**config.mk**
```make
export PLATFORM = sky130hd
export DESIGN_NAME = two_axis_chair_motion_control
export DESIGN_NICKNAME = d
export VERILOG_FILES = /design/src/rtl/tacmc_pkg.sv /design/src/rtl/tacmc_ctrl.sv /design/src/rtl/tacmc_datapath.sv /design/src/rtl/two_axis_chair_motion_control.sv
export SDC_FILE = /design/constraint.sdc
export NUM_CORES = 1
export LEC_CHECK = 0
export BUFFER_PORTS_ARGS = -buffer_cell sky130_fd_sc_hd__buf_2
export CORE_ASPECT_RATIO = 2
export CORE_MARGIN = 2
export CORE_UTILIZATION = 47
export DETAILED_ROUTE_END_ITERATION = 8
export PLACE_DENSITY = 0.62
export SLEW_MARGIN = 20
export SYNTH_ARGS = -nofsm -noshare
export SYNTH_HDL_FRONTEND = slang
export SYNTH_SLANG_ARGS = --single-unit
export TNS_END_PERCENT = 5
```
**constraint.sdc**
```tcl
create_clock -name clock -period 6.7 [get_ports clock]
set_clock_uncertainty 0.2 [all_clocks]
set_input_delay 1.005 -clock clock [delete_from_list [all_inputs] [get_ports clock]]
set_output_delay 1.005 -clock clock [all_outputs]
set_load 0.03 [all_outputs]
```
**src/rtl/tacmc_pkg.sv**
```systemverilog
// ----------------------------------------------------------------------------
// tacmc_pkg
// Shared types, codes and constants of the two-axis chair motion controller.
// ----------------------------------------------------------------------------
package tacmc_pkg;

   localparam int PositionBitsDefault = 12;
   localparam int PctBits             = 7;
   localparam int PctFull             = 100;
   localparam int WindowBits          = 8;
   localparam int EnableBits          = 4;
   localparam int CsrIndexBits        = 3;
   localparam int BlockBits           = 3;
   localparam int DivCountBits        = 3;

   typedef enum logic [2:0] {
      MODE_TICK    = 3'd0,
      MODE_UP      = 3'd1,
      MODE_DOWN    = 3'd2,
      MODE_FORWARD = 3'd3,
      MODE_BACK    = 3'd4,
      MODE_STOP    = 3'd5,
      MODE_GO      = 3'd6
   } mode_type;

   typedef enum logic [CsrIndexBits-1:0] {
      CSR_UP_LIMIT      = 3'd0,
      CSR_DOWN_LIMIT    = 3'd1,
      CSR_FORWARD_LIMIT = 3'd2,
      CSR_BACK_LIMIT    = 3'd3,
      CSR_LIMIT_ENABLES = 3'd4,
      CSR_ARRIVE_WINDOW = 3'd5
   } csr_index_type;

   localparam logic [BlockBits-1:0] BLOCK_NONE    = 3'd0;
   localparam logic [BlockBits-1:0] BLOCK_UP      = 3'd1;
   localparam logic [BlockBits-1:0] BLOCK_DOWN    = 3'd2;
   localparam logic [BlockBits-1:0] BLOCK_FORWARD = 3'd3;
   localparam logic [BlockBits-1:0] BLOCK_BACK    = 3'd4;

   // limit enable bit positions
   localparam int EnUp      = 0;
   localparam int EnDown    = 1;
   localparam int EnForward = 2;
   localparam int EnBack    = 3;

   typedef struct packed {
      logic capture;
      logic exec;
      logic prep;
      logic step;
   } ctrl_cmd_type;

   typedef struct packed {
      logic tick_auto;
      logic zero_start;
      logic div_last;
   } dp_status_type;

endpackage

```
**src/rtl/tacmc_ctrl.sv**
```systemverilog
// ----------------------------------------------------------------------------
// tacmc_ctrl
// Sequencer: takes one transaction, runs the update, the progress divide
// when a tick of an automatic move needs it, and holds the result.
// ----------------------------------------------------------------------------
module tacmc_ctrl
   import tacmc_pkg::*;
(
   input  logic          clock,
   input  logic          reset,
   input  logic          req_valid,
   output logic          req_ready,
   output logic          rsp_valid,
   input  logic          rsp_ready,
   output ctrl_cmd_type  cmd,
   input  dp_status_type status
);

   typedef enum logic [4:0] {
      ST_IDLE = 5'b00001,
      ST_EXEC = 5'b00010,
      ST_PREP = 5'b00100,
      ST_DIV  = 5'b01000,
      ST_RESP = 5'b10000
   } state_type;

   state_type state_ff, state_in;

   always_comb begin
      state_in = state_ff;
      unique case (state_ff)
         ST_IDLE: begin
            if (req_valid) state_in = ST_EXEC;
         end
         ST_EXEC: begin
            state_in = status.tick_auto ? ST_PREP : ST_RESP;
         end
         ST_PREP: begin
            state_in = status.zero_start ? ST_RESP : ST_DIV;
         end
         ST_DIV: begin
            if (status.div_last) state_in = ST_RESP;
         end
         ST_RESP: begin
            if (rsp_ready) state_in = ST_IDLE;
         end
         default: begin
            state_in = ST_IDLE;
         end
      endcase
   end

   always_ff @(posedge clock) begin
      if (reset) begin
         state_ff <= ST_IDLE;
      end else begin
         state_ff <= state_in;
      end
   end

   assign req_ready   = (state_ff == ST_IDLE);
   assign rsp_valid   = (state_ff == ST_RESP);
   assign cmd.capture = (state_ff == ST_IDLE) && req_valid;
   assign cmd.exec    = (state_ff == ST_EXEC);
   assign cmd.prep    = (state_ff == ST_PREP);
   assign cmd.step    = (state_ff == ST_DIV);

endmodule

```
**src/rtl/tacmc_datapath.sv**
```systemverilog
// ----------------------------------------------------------------------------
// tacmc_datapath
// Control registers, relay and move state, position error logic and a
// one-bit-per-cycle restoring divider for the progress percentage.
// ----------------------------------------------------------------------------
module tacmc_datapath
   import tacmc_pkg::*;
#(
   parameter int POSITION_BITS = PositionBitsDefault
)
(
   input  logic                     clock,
   input  logic                     reset,
   input  logic                     csr_wen,
   input  logic [CsrIndexBits-1:0]  csr_index,
   input  logic [POSITION_BITS-1:0] csr_wdata,
   input  logic [2:0]               req_mode,
   input  logic [POSITION_BITS-1:0] req_vertical_sample,
   input  logic [POSITION_BITS-1:0] req_horizontal_sample,
   input  logic [POSITION_BITS-1:0] req_target_vertical,
   input  logic [POSITION_BITS-1:0] req_target_horizontal,
   input  ctrl_cmd_type             cmd,
   output dp_status_type            status,
   output logic                     rsp_drive_up,
   output logic                     rsp_drive_down,
   output logic                     rsp_drive_forward,
   output logic                     rsp_drive_back,
   output logic                     rsp_pump_on,
   output logic                     rsp_auto_active,
   output logic [PctBits-1:0]       rsp_progress_pct,
   output logic                     rsp_arrived,
   output logic [BlockBits-1:0]     rsp_block_code
);

   localparam int DistBits = POSITION_BITS + 1;
   localparam int NumBits  = DistBits + PctBits;

   // control registers
   logic [POSITION_BITS-1:0] up_limit_ff, down_limit_ff, forward_limit_ff, back_limit_ff;
   logic [EnableBits-1:0]    limit_enables_ff;
   logic [WindowBits-1:0]    arrive_window_ff;

   // captured transaction
   logic [2:0]               mode_ff;
   logic [POSITION_BITS-1:0] vs_ff, hs_ff, tv_ff, th_ff;

   // move state
   logic up_ff, down_ff, forward_ff, back_ff, pump_ff, auto_ff, pending_ff;
   logic up_in, down_in, forward_in, back_in, pump_in, auto_in, pending_in;
   logic [POSITION_BITS-1:0] goal_v_ff, goal_h_ff, goal_v_in, goal_h_in;
   logic [DistBits-1:0]      start_ff, start_in;
   logic [DistBits-1:0]      remain_ff;

   // result and divider
   logic [PctBits-1:0]       pct_ff;
   logic                     arrived_ff, arrived_in;
   logic [BlockBits-1:0]     block_ff, block_in;
   logic [NumBits-1:0]       num_ff;
   logic [DivCountBits-1:0]  cnt_ff;

   logic [POSITION_BITS-1:0] err_v, err_h, band;
   logic [DistBits-1:0]      remain, covered;
   logic                     done_v, done_h;
   logic [NumBits-1:0]       shifted_den, numer;
   logic                     fits;

   always_ff @(posedge clock) begin
      if (reset) begin
         up_limit_ff      <= '1;
         down_limit_ff    <= '0;
         forward_limit_ff <= '1;
         back_limit_ff    <= '0;
         limit_enables_ff <= '0;
         arrive_window_ff <= WindowBits'(20);
      end else if (csr_wen) begin
         case (csr_index)
            CSR_UP_LIMIT:      up_limit_ff      <= csr_wdata;
            CSR_DOWN_LIMIT:    down_limit_ff    <= csr_wdata;
            CSR_FORWARD_LIMIT: forward_limit_ff <= csr_wdata;
            CSR_BACK_LIMIT:    back_limit_ff    <= csr_wdata;
            CSR_LIMIT_ENABLES: limit_enables_ff <= csr_wdata[EnableBits-1:0];
            CSR_ARRIVE_WINDOW: arrive_window_ff <= csr_wdata[WindowBits-1:0];
            default: ;
         endcase
      end
   end

   always_ff @(posedge clock) begin
      if (cmd.capture) begin
         mode_ff <= req_mode;
         vs_ff   <= req_vertical_sample;
         hs_ff   <= req_horizontal_sample;
         tv_ff   <= req_target_vertical;
         th_ff   <= req_target_horizontal;
      end
   end

   assign err_v  = (vs_ff >= goal_v_ff) ? vs_ff - goal_v_ff : goal_v_ff - vs_ff;
   assign err_h  = (hs_ff >= goal_h_ff) ? hs_ff - goal_h_ff : goal_h_ff - hs_ff;
   assign remain = DistBits'(err_v) + DistBits'(err_h);
   assign band   = POSITION_BITS'(arrive_window_ff);
   assign done_v = (err_v <= band);
   assign done_h = (err_h <= band);

   always_comb begin
      up_in      = up_ff;
      down_in    = down_ff;
      forward_in = forward_ff;
      back_in    = back_ff;
      pump_in    = pump_ff;
      auto_in    = auto_ff;
      pending_in = pending_ff;
      goal_v_in  = goal_v_ff;
      goal_h_in  = goal_h_ff;
      start_in   = start_ff;
      arrived_in = 1'b0;
      block_in   = BLOCK_NONE;
      unique case (mode_ff)
         MODE_TICK: begin
            if (auto_ff) begin
               if (pending_ff) begin
                  start_in   = remain;
                  pending_in = 1'b0;
               end
               if (done_v) begin
                  up_in   = 1'b0;
                  down_in = 1'b0;
               end else begin
                  up_in   = (vs_ff < goal_v_ff);
                  down_in = !(vs_ff < goal_v_ff);
               end
               if (done_h) begin
                  forward_in = 1'b0;
                  back_in    = 1'b0;
               end else begin
                  forward_in = (hs_ff < goal_h_ff);
                  back_in    = !(hs_ff < goal_h_ff);
               end
               pump_in = up_in || forward_in;
               if (done_v && done_h) begin
                  up_in      = 1'b0;
                  down_in    = 1'b0;
                  forward_in = 1'b0;
                  back_in    = 1'b0;
                  pump_in    = 1'b0;
                  auto_in    = 1'b0;
                  arrived_in = 1'b1;
               end
            end
         end
         MODE_UP: begin
            if (limit_enables_ff[EnUp] && vs_ff >= up_limit_ff) begin
               block_in = BLOCK_UP;
            end else begin
               down_in = 1'b0;
               up_in   = 1'b1;
               pump_in = 1'b1;
            end
         end
         MODE_DOWN: begin
            if (limit_enables_ff[EnDown] && vs_ff <= down_limit_ff) begin
               block_in = BLOCK_DOWN;
            end else begin
               if (up_ff) begin
                  up_in   = 1'b0;
                  pump_in = forward_ff;
               end
               down_in = 1'b1;
            end
         end
         MODE_FORWARD: begin
            if (limit_enables_ff[EnForward] && hs_ff >= forward_limit_ff) begin
               block_in = BLOCK_FORWARD;
            end else begin
               back_in    = 1'b0;
               forward_in = 1'b1;
               pump_in    = 1'b1;
            end
         end
         MODE_BACK: begin
            if (limit_enables_ff[EnBack] && hs_ff <= back_limit_ff) begin
               block_in = BLOCK_BACK;
            end else begin
               if (forward_ff) begin
                  forward_in = 1'b0;
                  pump_in    = up_ff;
               end
               back_in = 1'b1;
            end
         end
         MODE_STOP: begin
            up_in      = 1'b0;
            down_in    = 1'b0;
            forward_in = 1'b0;
            back_in    = 1'b0;
            pump_in    = 1'b0;
            auto_in    = 1'b0;
         end
         MODE_GO: begin
            up_in      = 1'b0;
            down_in    = 1'b0;
            forward_in = 1'b0;
            back_in    = 1'b0;
            pump_in    = 1'b0;
            auto_in    = 1'b1;
            pending_in = 1'b1;
            goal_v_in  = tv_ff;
            goal_h_in  = th_ff;
         end
         default: ;
      endcase
   end

   always_ff @(posedge clock) begin
      if (reset) begin
         up_ff      <= 1'b0;
         down_ff    <= 1'b0;
         forward_ff <= 1'b0;
         back_ff    <= 1'b0;
         pump_ff    <= 1'b0;
         auto_ff    <= 1'b0;
         pending_ff <= 1'b0;
         goal_v_ff  <= '0;
         goal_h_ff  <= '0;
         start_ff   <= '0;
      end else if (cmd.exec) begin
         up_ff      <= up_in;
         down_ff    <= down_in;
         forward_ff <= forward_in;
         back_ff    <= back_in;
         pump_ff    <= pump_in;
         auto_ff    <= auto_in;
         pending_ff <= pending_in;
         goal_v_ff  <= goal_v_in;
         goal_h_ff  <= goal_h_in;
         start_ff   <= start_in;
      end
   end

   // progress = (start - min(remain, start)) * 100 / start
   assign covered     = (remain_ff < start_ff) ? start_ff - remain_ff : '0;
   assign numer       = NumBits'(covered) * NumBits'(PctFull);
   assign shifted_den = NumBits'(start_ff) << cnt_ff;
   assign fits        = (num_ff >= shifted_den);

   always_ff @(posedge clock) begin
      if (cmd.exec) begin
         remain_ff  <= remain;
         pct_ff     <= '0;
         arrived_ff <= arrived_in;
         block_ff   <= block_in;
      end else if (cmd.prep) begin
         num_ff <= numer;
         cnt_ff <= DivCountBits'(PctBits - 1);
         pct_ff <= (start_ff == '0) ? PctBits'(PctFull) : '0;
      end else if (cmd.step) begin
         if (fits) num_ff <= num_ff - shifted_den;
         pct_ff <= {pct_ff[PctBits-2:0], fits};
         cnt_ff <= cnt_ff - 1'b1;
      end
   end

   assign status.tick_auto  = (mode_ff == MODE_TICK) && auto_ff;
   assign status.zero_start = (start_ff == '0);
   assign status.div_last   = (cnt_ff == '0);

   assign rsp_drive_up      = up_ff;
   assign rsp_drive_down    = down_ff;
   assign rsp_drive_forward = forward_ff;
   assign rsp_drive_back    = back_ff;
   assign rsp_pump_on       = pump_ff;
   assign rsp_auto_active   = auto_ff;
   assign rsp_progress_pct  = pct_ff;
   assign rsp_arrived       = arrived_ff;
   assign rsp_block_code    = block_ff;

endmodule

```
**src/rtl/two_axis_chair_motion_control.sv**
```systemverilog
// ----------------------------------------------------------------------------
// two_axis_chair_motion_control
// Relay, pump and automatic positioning control for a two-axis chair.
// ----------------------------------------------------------------------------
// One transaction at a time: manual, stop, go, an idle tick and an unused mode
// pass through the update state and then give their result. A tick of an
// automatic move adds a state that forms the progress numerator and then runs
// the serial restoring divider that yields the percentage, one quotient bit per
// cycle; when the starting distance is zero the divider is skipped. The result
// is held until taken and the next request is accepted in the cycle after that.
// Relay outputs show the state left by the transaction; no clearing pass is
// needed after reset.
module two_axis_chair_motion_control
   import tacmc_pkg::*;
#(
   parameter int POSITION_BITS = PositionBitsDefault
)
(
   input  logic                     clock,
   input  logic                     reset,
   input  logic                     csr_wen,
   input  logic [CsrIndexBits-1:0]  csr_index,
   input  logic [POSITION_BITS-1:0] csr_wdata,
   input  logic                     req_valid,
   output logic                     req_ready,
   input  logic [2:0]               req_mode,
   input  logic [POSITION_BITS-1:0] req_vertical_sample,
   input  logic [POSITION_BITS-1:0] req_horizontal_sample,
   input  logic [POSITION_BITS-1:0] req_target_vertical,
   input  logic [POSITION_BITS-1:0] req_target_horizontal,
   output logic                     rsp_valid,
   input  logic                     rsp_ready,
   output logic                     rsp_drive_up,
   output logic                     rsp_drive_down,
   output logic                     rsp_drive_forward,
   output logic                     rsp_drive_back,
   output logic                     rsp_pump_on,
   output logic                     rsp_auto_active,
   output logic [PctBits-1:0]       rsp_progress_pct,
   output logic                     rsp_arrived,
   output logic [BlockBits-1:0]     rsp_block_code
);

   ctrl_cmd_type  cmd;
   dp_status_type status;

   tacmc_ctrl u_ctrl (
      .clock     (clock),
      .reset     (reset),
      .req_valid (req_valid),
      .req_ready (req_ready),
      .rsp_valid (rsp_valid),
      .rsp_ready (rsp_ready),
      .cmd       (cmd),
      .status    (status)
   );

   tacmc_datapath #(
      .POSITION_BITS (POSITION_BITS)
   ) u_datapath (
      .clock                 (clock),
      .reset                 (reset),
      .csr_wen               (csr_wen),
      .csr_index             (csr_index),
      .csr_wdata             (csr_wdata),
      .req_mode              (req_mode),
      .req_vertical_sample   (req_vertical_sample),
      .req_horizontal_sample (req_horizontal_sample),
      .req_target_vertical   (req_target_vertical),
      .req_target_horizontal (req_target_horizontal),
      .cmd                   (cmd),
      .status                (status),
      .rsp_drive_up          (rsp_drive_up),
      .rsp_drive_down        (rsp_drive_down),
      .rsp_drive_forward     (rsp_drive_forward),
      .rsp_drive_back        (rsp_drive_back),
      .rsp_pump_on           (rsp_pump_on),
      .rsp_auto_active       (rsp_auto_active),
      .rsp_progress_pct      (rsp_progress_pct),
      .rsp_arrived           (rsp_arrived),
      .rsp_block_code        (rsp_block_code)
   );

endmodule

```
==> metrics.md <==
| Metric | Value |
|---|---|
| Cell count after synthesis | 1697 |
| Mean number of vias per cell | 5.60 |
| Clock network fraction of design power | 31.8% |
| Tightest Hold Check Type | register to register |
| Number of clock sinks | 207 |
| Crit-path max FO | 13 |
| Filler Cell Count | 3038 |
| NumNets Final | 2049 |
| Area share of the largest cell type after synthesis | 18.3% |
| Kind of launch point of the worst setup path | register |
| CTS HTree Levels | 1 |
| Final Slew Violations | 0 |
| Net Count, Synth | 1981 |
| Starting DRT DRC Count | 577 |
| Buffer count from post-CTS setup fixing | 0 |
| Switch share | 32.9% |
| Pwr/cell area | 230 nW/um2 |
| Share of async-settable or async-resettable flops after synthesis | 0% |
| Critical Path Most Common Cell | ha_1 |
| Overall power consumption | 3.80 mW |
| Netlist Area Pre-Place | 15000 um2 |
| Pin count of the biggest net entering global routing | 79 |
| Starting density of the core | 47.6% |
| Placeable core region | 31400 um2 |
| Total routing usage reported by global routing | 25.5% |
| CTS Buf Count | 21 |
| Total vias in the final route | 12342 |
| Maximum clock rate | 160 MHz |
| Comb pwr share | 29.0% |
| Resized Gates After CTS | 0 |
| Final setup violation count | 0 |
| Number of global-route vias before repair | 12480 |
| Time the worst path needs with I/O delays and setup | 6.25 ns |
| Category of the critical setup timing path | register to register |
| Net switching power | 1.25 mW |
| Max-cap violations | 0 |
| Most common cell after layout, fill and taps aside | nand2_1 |
| Avg WL per Cell | 19.1 um |
| Hold violation count in the final report | 0 |
| Avg Cell Area, Syn | 8.81 um2 |
| Max_slew headroom | 24.8% |
| Path depth of the worst reg2reg path | 26 |
| Depth of the worst hold-timing path | 2 |
| Horiz. Die Dim | 130 um |
| CTS tree | built |
| Proportion of synthesized chip area in sequential cells | 33.8% |
| Measured slew at the worst slew-check pin | 1.12 ns |
| Launch instance of the worst min-delay path | u_datapath.back_limit_ff[1] |
| Area overhead of the layout relative to synthesis | 10.4% |
| Int Power | 2.55 mW |
| Worst flop-to-flop path endpoint | u_datapath.num_ff[18] |
| Cell leakage power | 7.30 nW |
| HPWL after DPL | 34.3 mm |
| Number of synthesized register bits | 207 |
| Clock latency at the later pin of the worst-skew pair | 0.52 ns |
| Worst Setup End Kind | register |
| Setup repair after global routing missed its margin | no |
| Total number of placement rows | 92 |
| Synth unique cells | 80 |
| Cell with the largest stage delay on the worst path | fa_1 |
| Hold slack | 0.253 ns |
| Clock Root Buffer | clkbuf_16 |
| Routability congestion estimate from global placement | 0.891 |
| Final critical-path share of the clock period | 93.3% |
| Clock transition at the register clock pins on the worst setup and hold paths after CTS | 0.07 ns |
| Commonest cells after routing, fill and taps aside | nand2_1 (220), ha_1 (198), inv_1 (185) |
| Part of the power in registers | 39.2% |
| Worst hold path endpoint | u_datapath.back_limit_ff[1] |
| Total Die Area | 33300 um2 |
| R2R Setup Slk | 0.45 ns |
| Ratio of cells with drive above 1 in the final layout | 10.3% |
| Startpoint of the most critical register-to-register path | u_datapath.remain_ff[1] |
| Cell accounting for the most synthesized area | edfxtp_1 |
| Remaining routing DRC violations | 0 |
| Quantity of I/O buffers inserted on ports | 89 |
| Status | complete, no violations |
| Maximum buffer depth of the clock tree | 3 |
| Ranking of synthesized cells by area | edfxtp_1 (18%), ha_1 (17%), dfxtp_1 (16%), nand2_1 (5.5%), a21oi_1 (5.4%) |
| Prevailing post-synth register cell | dfxtp_1 |
| Antenna Diode Count | 0 |
| Max VDD drop | 199 uV |
| Residual antenna-violating net count after detailed routing | 0 |
| Hold-fix buffers at CTS | 0 |
| Initial antenna violation count | 0 |
| Final Routed Wirelength | 42.1 mm |
| Data required time at the worst endpoint | 6.75 ns |
| Number of warnings reported in the yosys synthesis log | 0 |
| Pre-antenna DRT Iters | 7 |
| I/O pin count | 90 |
| Global route overflow | 0 |
| End-of-flow core utilization | 52.5% |
| Wire length of the first global-routing pass | 65.4 mm |
| Slowest cell delay on critical path | 0.47 ns |
| Die height | 256 um |
| Setup TNS Final | 0 ns |
| CP arrival | 6.31 ns |
| EDFF count, synth | 91 |
[final cells by class]
class	instances	area [um2]	area share (%)
flip-flops and latches	207	5050	30.6
well taps	423	529	3.21
multi-input cells	1246	8980	54.4
clock inverters	11	121	0.735
inverters	187	702	4.25
clock buffers	27	578	3.50
repair buffers	102	543	3.29
[through the flow]
step / std cells / worst slack [ns] / cell area, um2
after CTS: 2203 / 0.0848 / 16500
after global placement: 2165 / 0.281 / 15800
after detailed placement: 2165 / 0.107 / 15800
after global routing: 2203 / 0.0836 / 16500
final: 2203 / 0.449 / 16500
after floorplan: 1697 / 0.512 / 15000
[cell families after synthesis]
logic type | count (synthesis) | synth area share [%]
compound gates | 412 | 17.7
xor+xnor | 59 | 3.46
fa+ha+maj | 213 | 18.6
buf+inv | 244 | 6.41
flops | 207 | 33.8
mux | 47 | 3.69
simple gates | 515 | 16.4
[synthesized netlist by cell type (4+ instances only)]
| cell type | number |
|---|---|
| a22o_1 | 4 |
| inv_1 | 185 |
| mux2_2 | 5 |
| o31ai_1 | 12 |
| or2_2 | 7 |
| a21o_1 | 40 |
| nor3b_1 | 9 |
| ha_1 | 198 |
| xor2_1 | 24 |
| mux2i_1 | 36 |
| nand3b_1 | 6 |
| nor2b_1 | 18 |
| dfxtp_1 | 116 |
| and3_1 | 16 |
| o21bai_1 | 10 |
| nor2_1 | 96 |
| and2_1 | 12 |
| a21oi_1 | 160 |
| nand2b_1 | 12 |
| and4_1 | 4 |
| a221o_1 | 4 |
| a31oi_1 | 7 |
| a211oi_1 | 17 |
| a31o_2 | 6 |
| a21boi_0 | 10 |
| mux4_2 | 6 |
| or3_1 | 10 |
| edfxtp_1 | 91 |
| a311oi_1 | 5 |
| o41ai_1 | 5 |
| nor4_1 | 8 |
| clkbuf_1 | 49 |
| a2111oi_0 | 4 |
| nor3_1 | 27 |
| nand2_1 | 220 |
| o211ai_1 | 32 |
| xnor2_1 | 35 |
| o21a_1 | 10 |
| o21ai_0 | 57 |
| nand4_1 | 20 |
| fa_1 | 15 |
| nand3_1 | 32 |
[power groups by stage]
stage	clock network (mW)	logic, mW	registers (mW)
finish	1.21	1.10	1.49
global route	1.28	1.22	1.50
floorplan	0	0.791	1.50
CTS	1.24	1.09	1.49
detailed placement	0	1.08	1.52
global placement	0	1.07	1.52
[registers in the layout, summed over array words and instances, names as in the netlist, 3 cells and up]
signal                       cells
u_datapath.goal_h_ff            12
u_datapath.rsp_progress_pct      7
u_datapath.th_ff                12
u_datapath.remain_ff            13
u_datapath.forward_limit_ff     12
u_datapath.cnt_ff                3
u_datapath.down_limit_ff        12
u_datapath.hs_ff                12
u_ctrl.state_ff                  5
u_datapath.up_limit_ff          12
u_datapath.vs_ff                12
u_datapath.back_limit_ff        12
u_datapath.mode_ff               3
u_datapath.arrive_window_ff      8
u_datapath.goal_v_ff            12
u_datapath.num_ff               20
u_datapath.start_ff             13
u_datapath.limit_enables_ff      4
u_datapath.tv_ff                12
u_datapath.rsp_block_code        3
[per-layer routing]
metal  global-route usage [%]  vias up  part of all wire [%]
li1                         -     6146                     -
met1                     22.3     5781                    32
met2                     50.1      282                    56
met3                     3.32      133                   3.4
met4                     18.4        0                   8.8
met5                        0        -                     0
[worst max path at each step]
stage / from / endpoint / slack, ns / cells after the start
after floorplan: u_datapath.remain_ff[1] / u_datapath.num_ff[18] / 0.51 / 25
after global placement: u_datapath.remain_ff[1] / u_datapath.num_ff[18] / 0.28 / 25
after detailed placement: u_datapath.remain_ff[1] / u_datapath.num_ff[18] / 0.11 / 25
after CTS: u_datapath.remain_ff[1] / u_datapath.num_ff[18] / 0.08 / 25
after global routing: u_datapath.remain_ff[1] / u_datapath.num_ff[18] / 0.08 / 26
final: u_datapath.remain_ff[1] / u_datapath.num_ff[18] / 0.45 / 26
[critical path, delay by kind of cell, from the launching register on]
family	cells	cell delay, ns
AO/OA/AOI/OAI	11	2.43
buffers and inverters	3	0.46
multiplexers	1	0.08
XOR/XNOR	1	0.17
flip-flops	1	0.39
AND/OR/NAND/NOR	5	0.56
adder cells (fa/ha/maj)	5	1.70
Note: power is estimated with default switching activity, not from simulation.
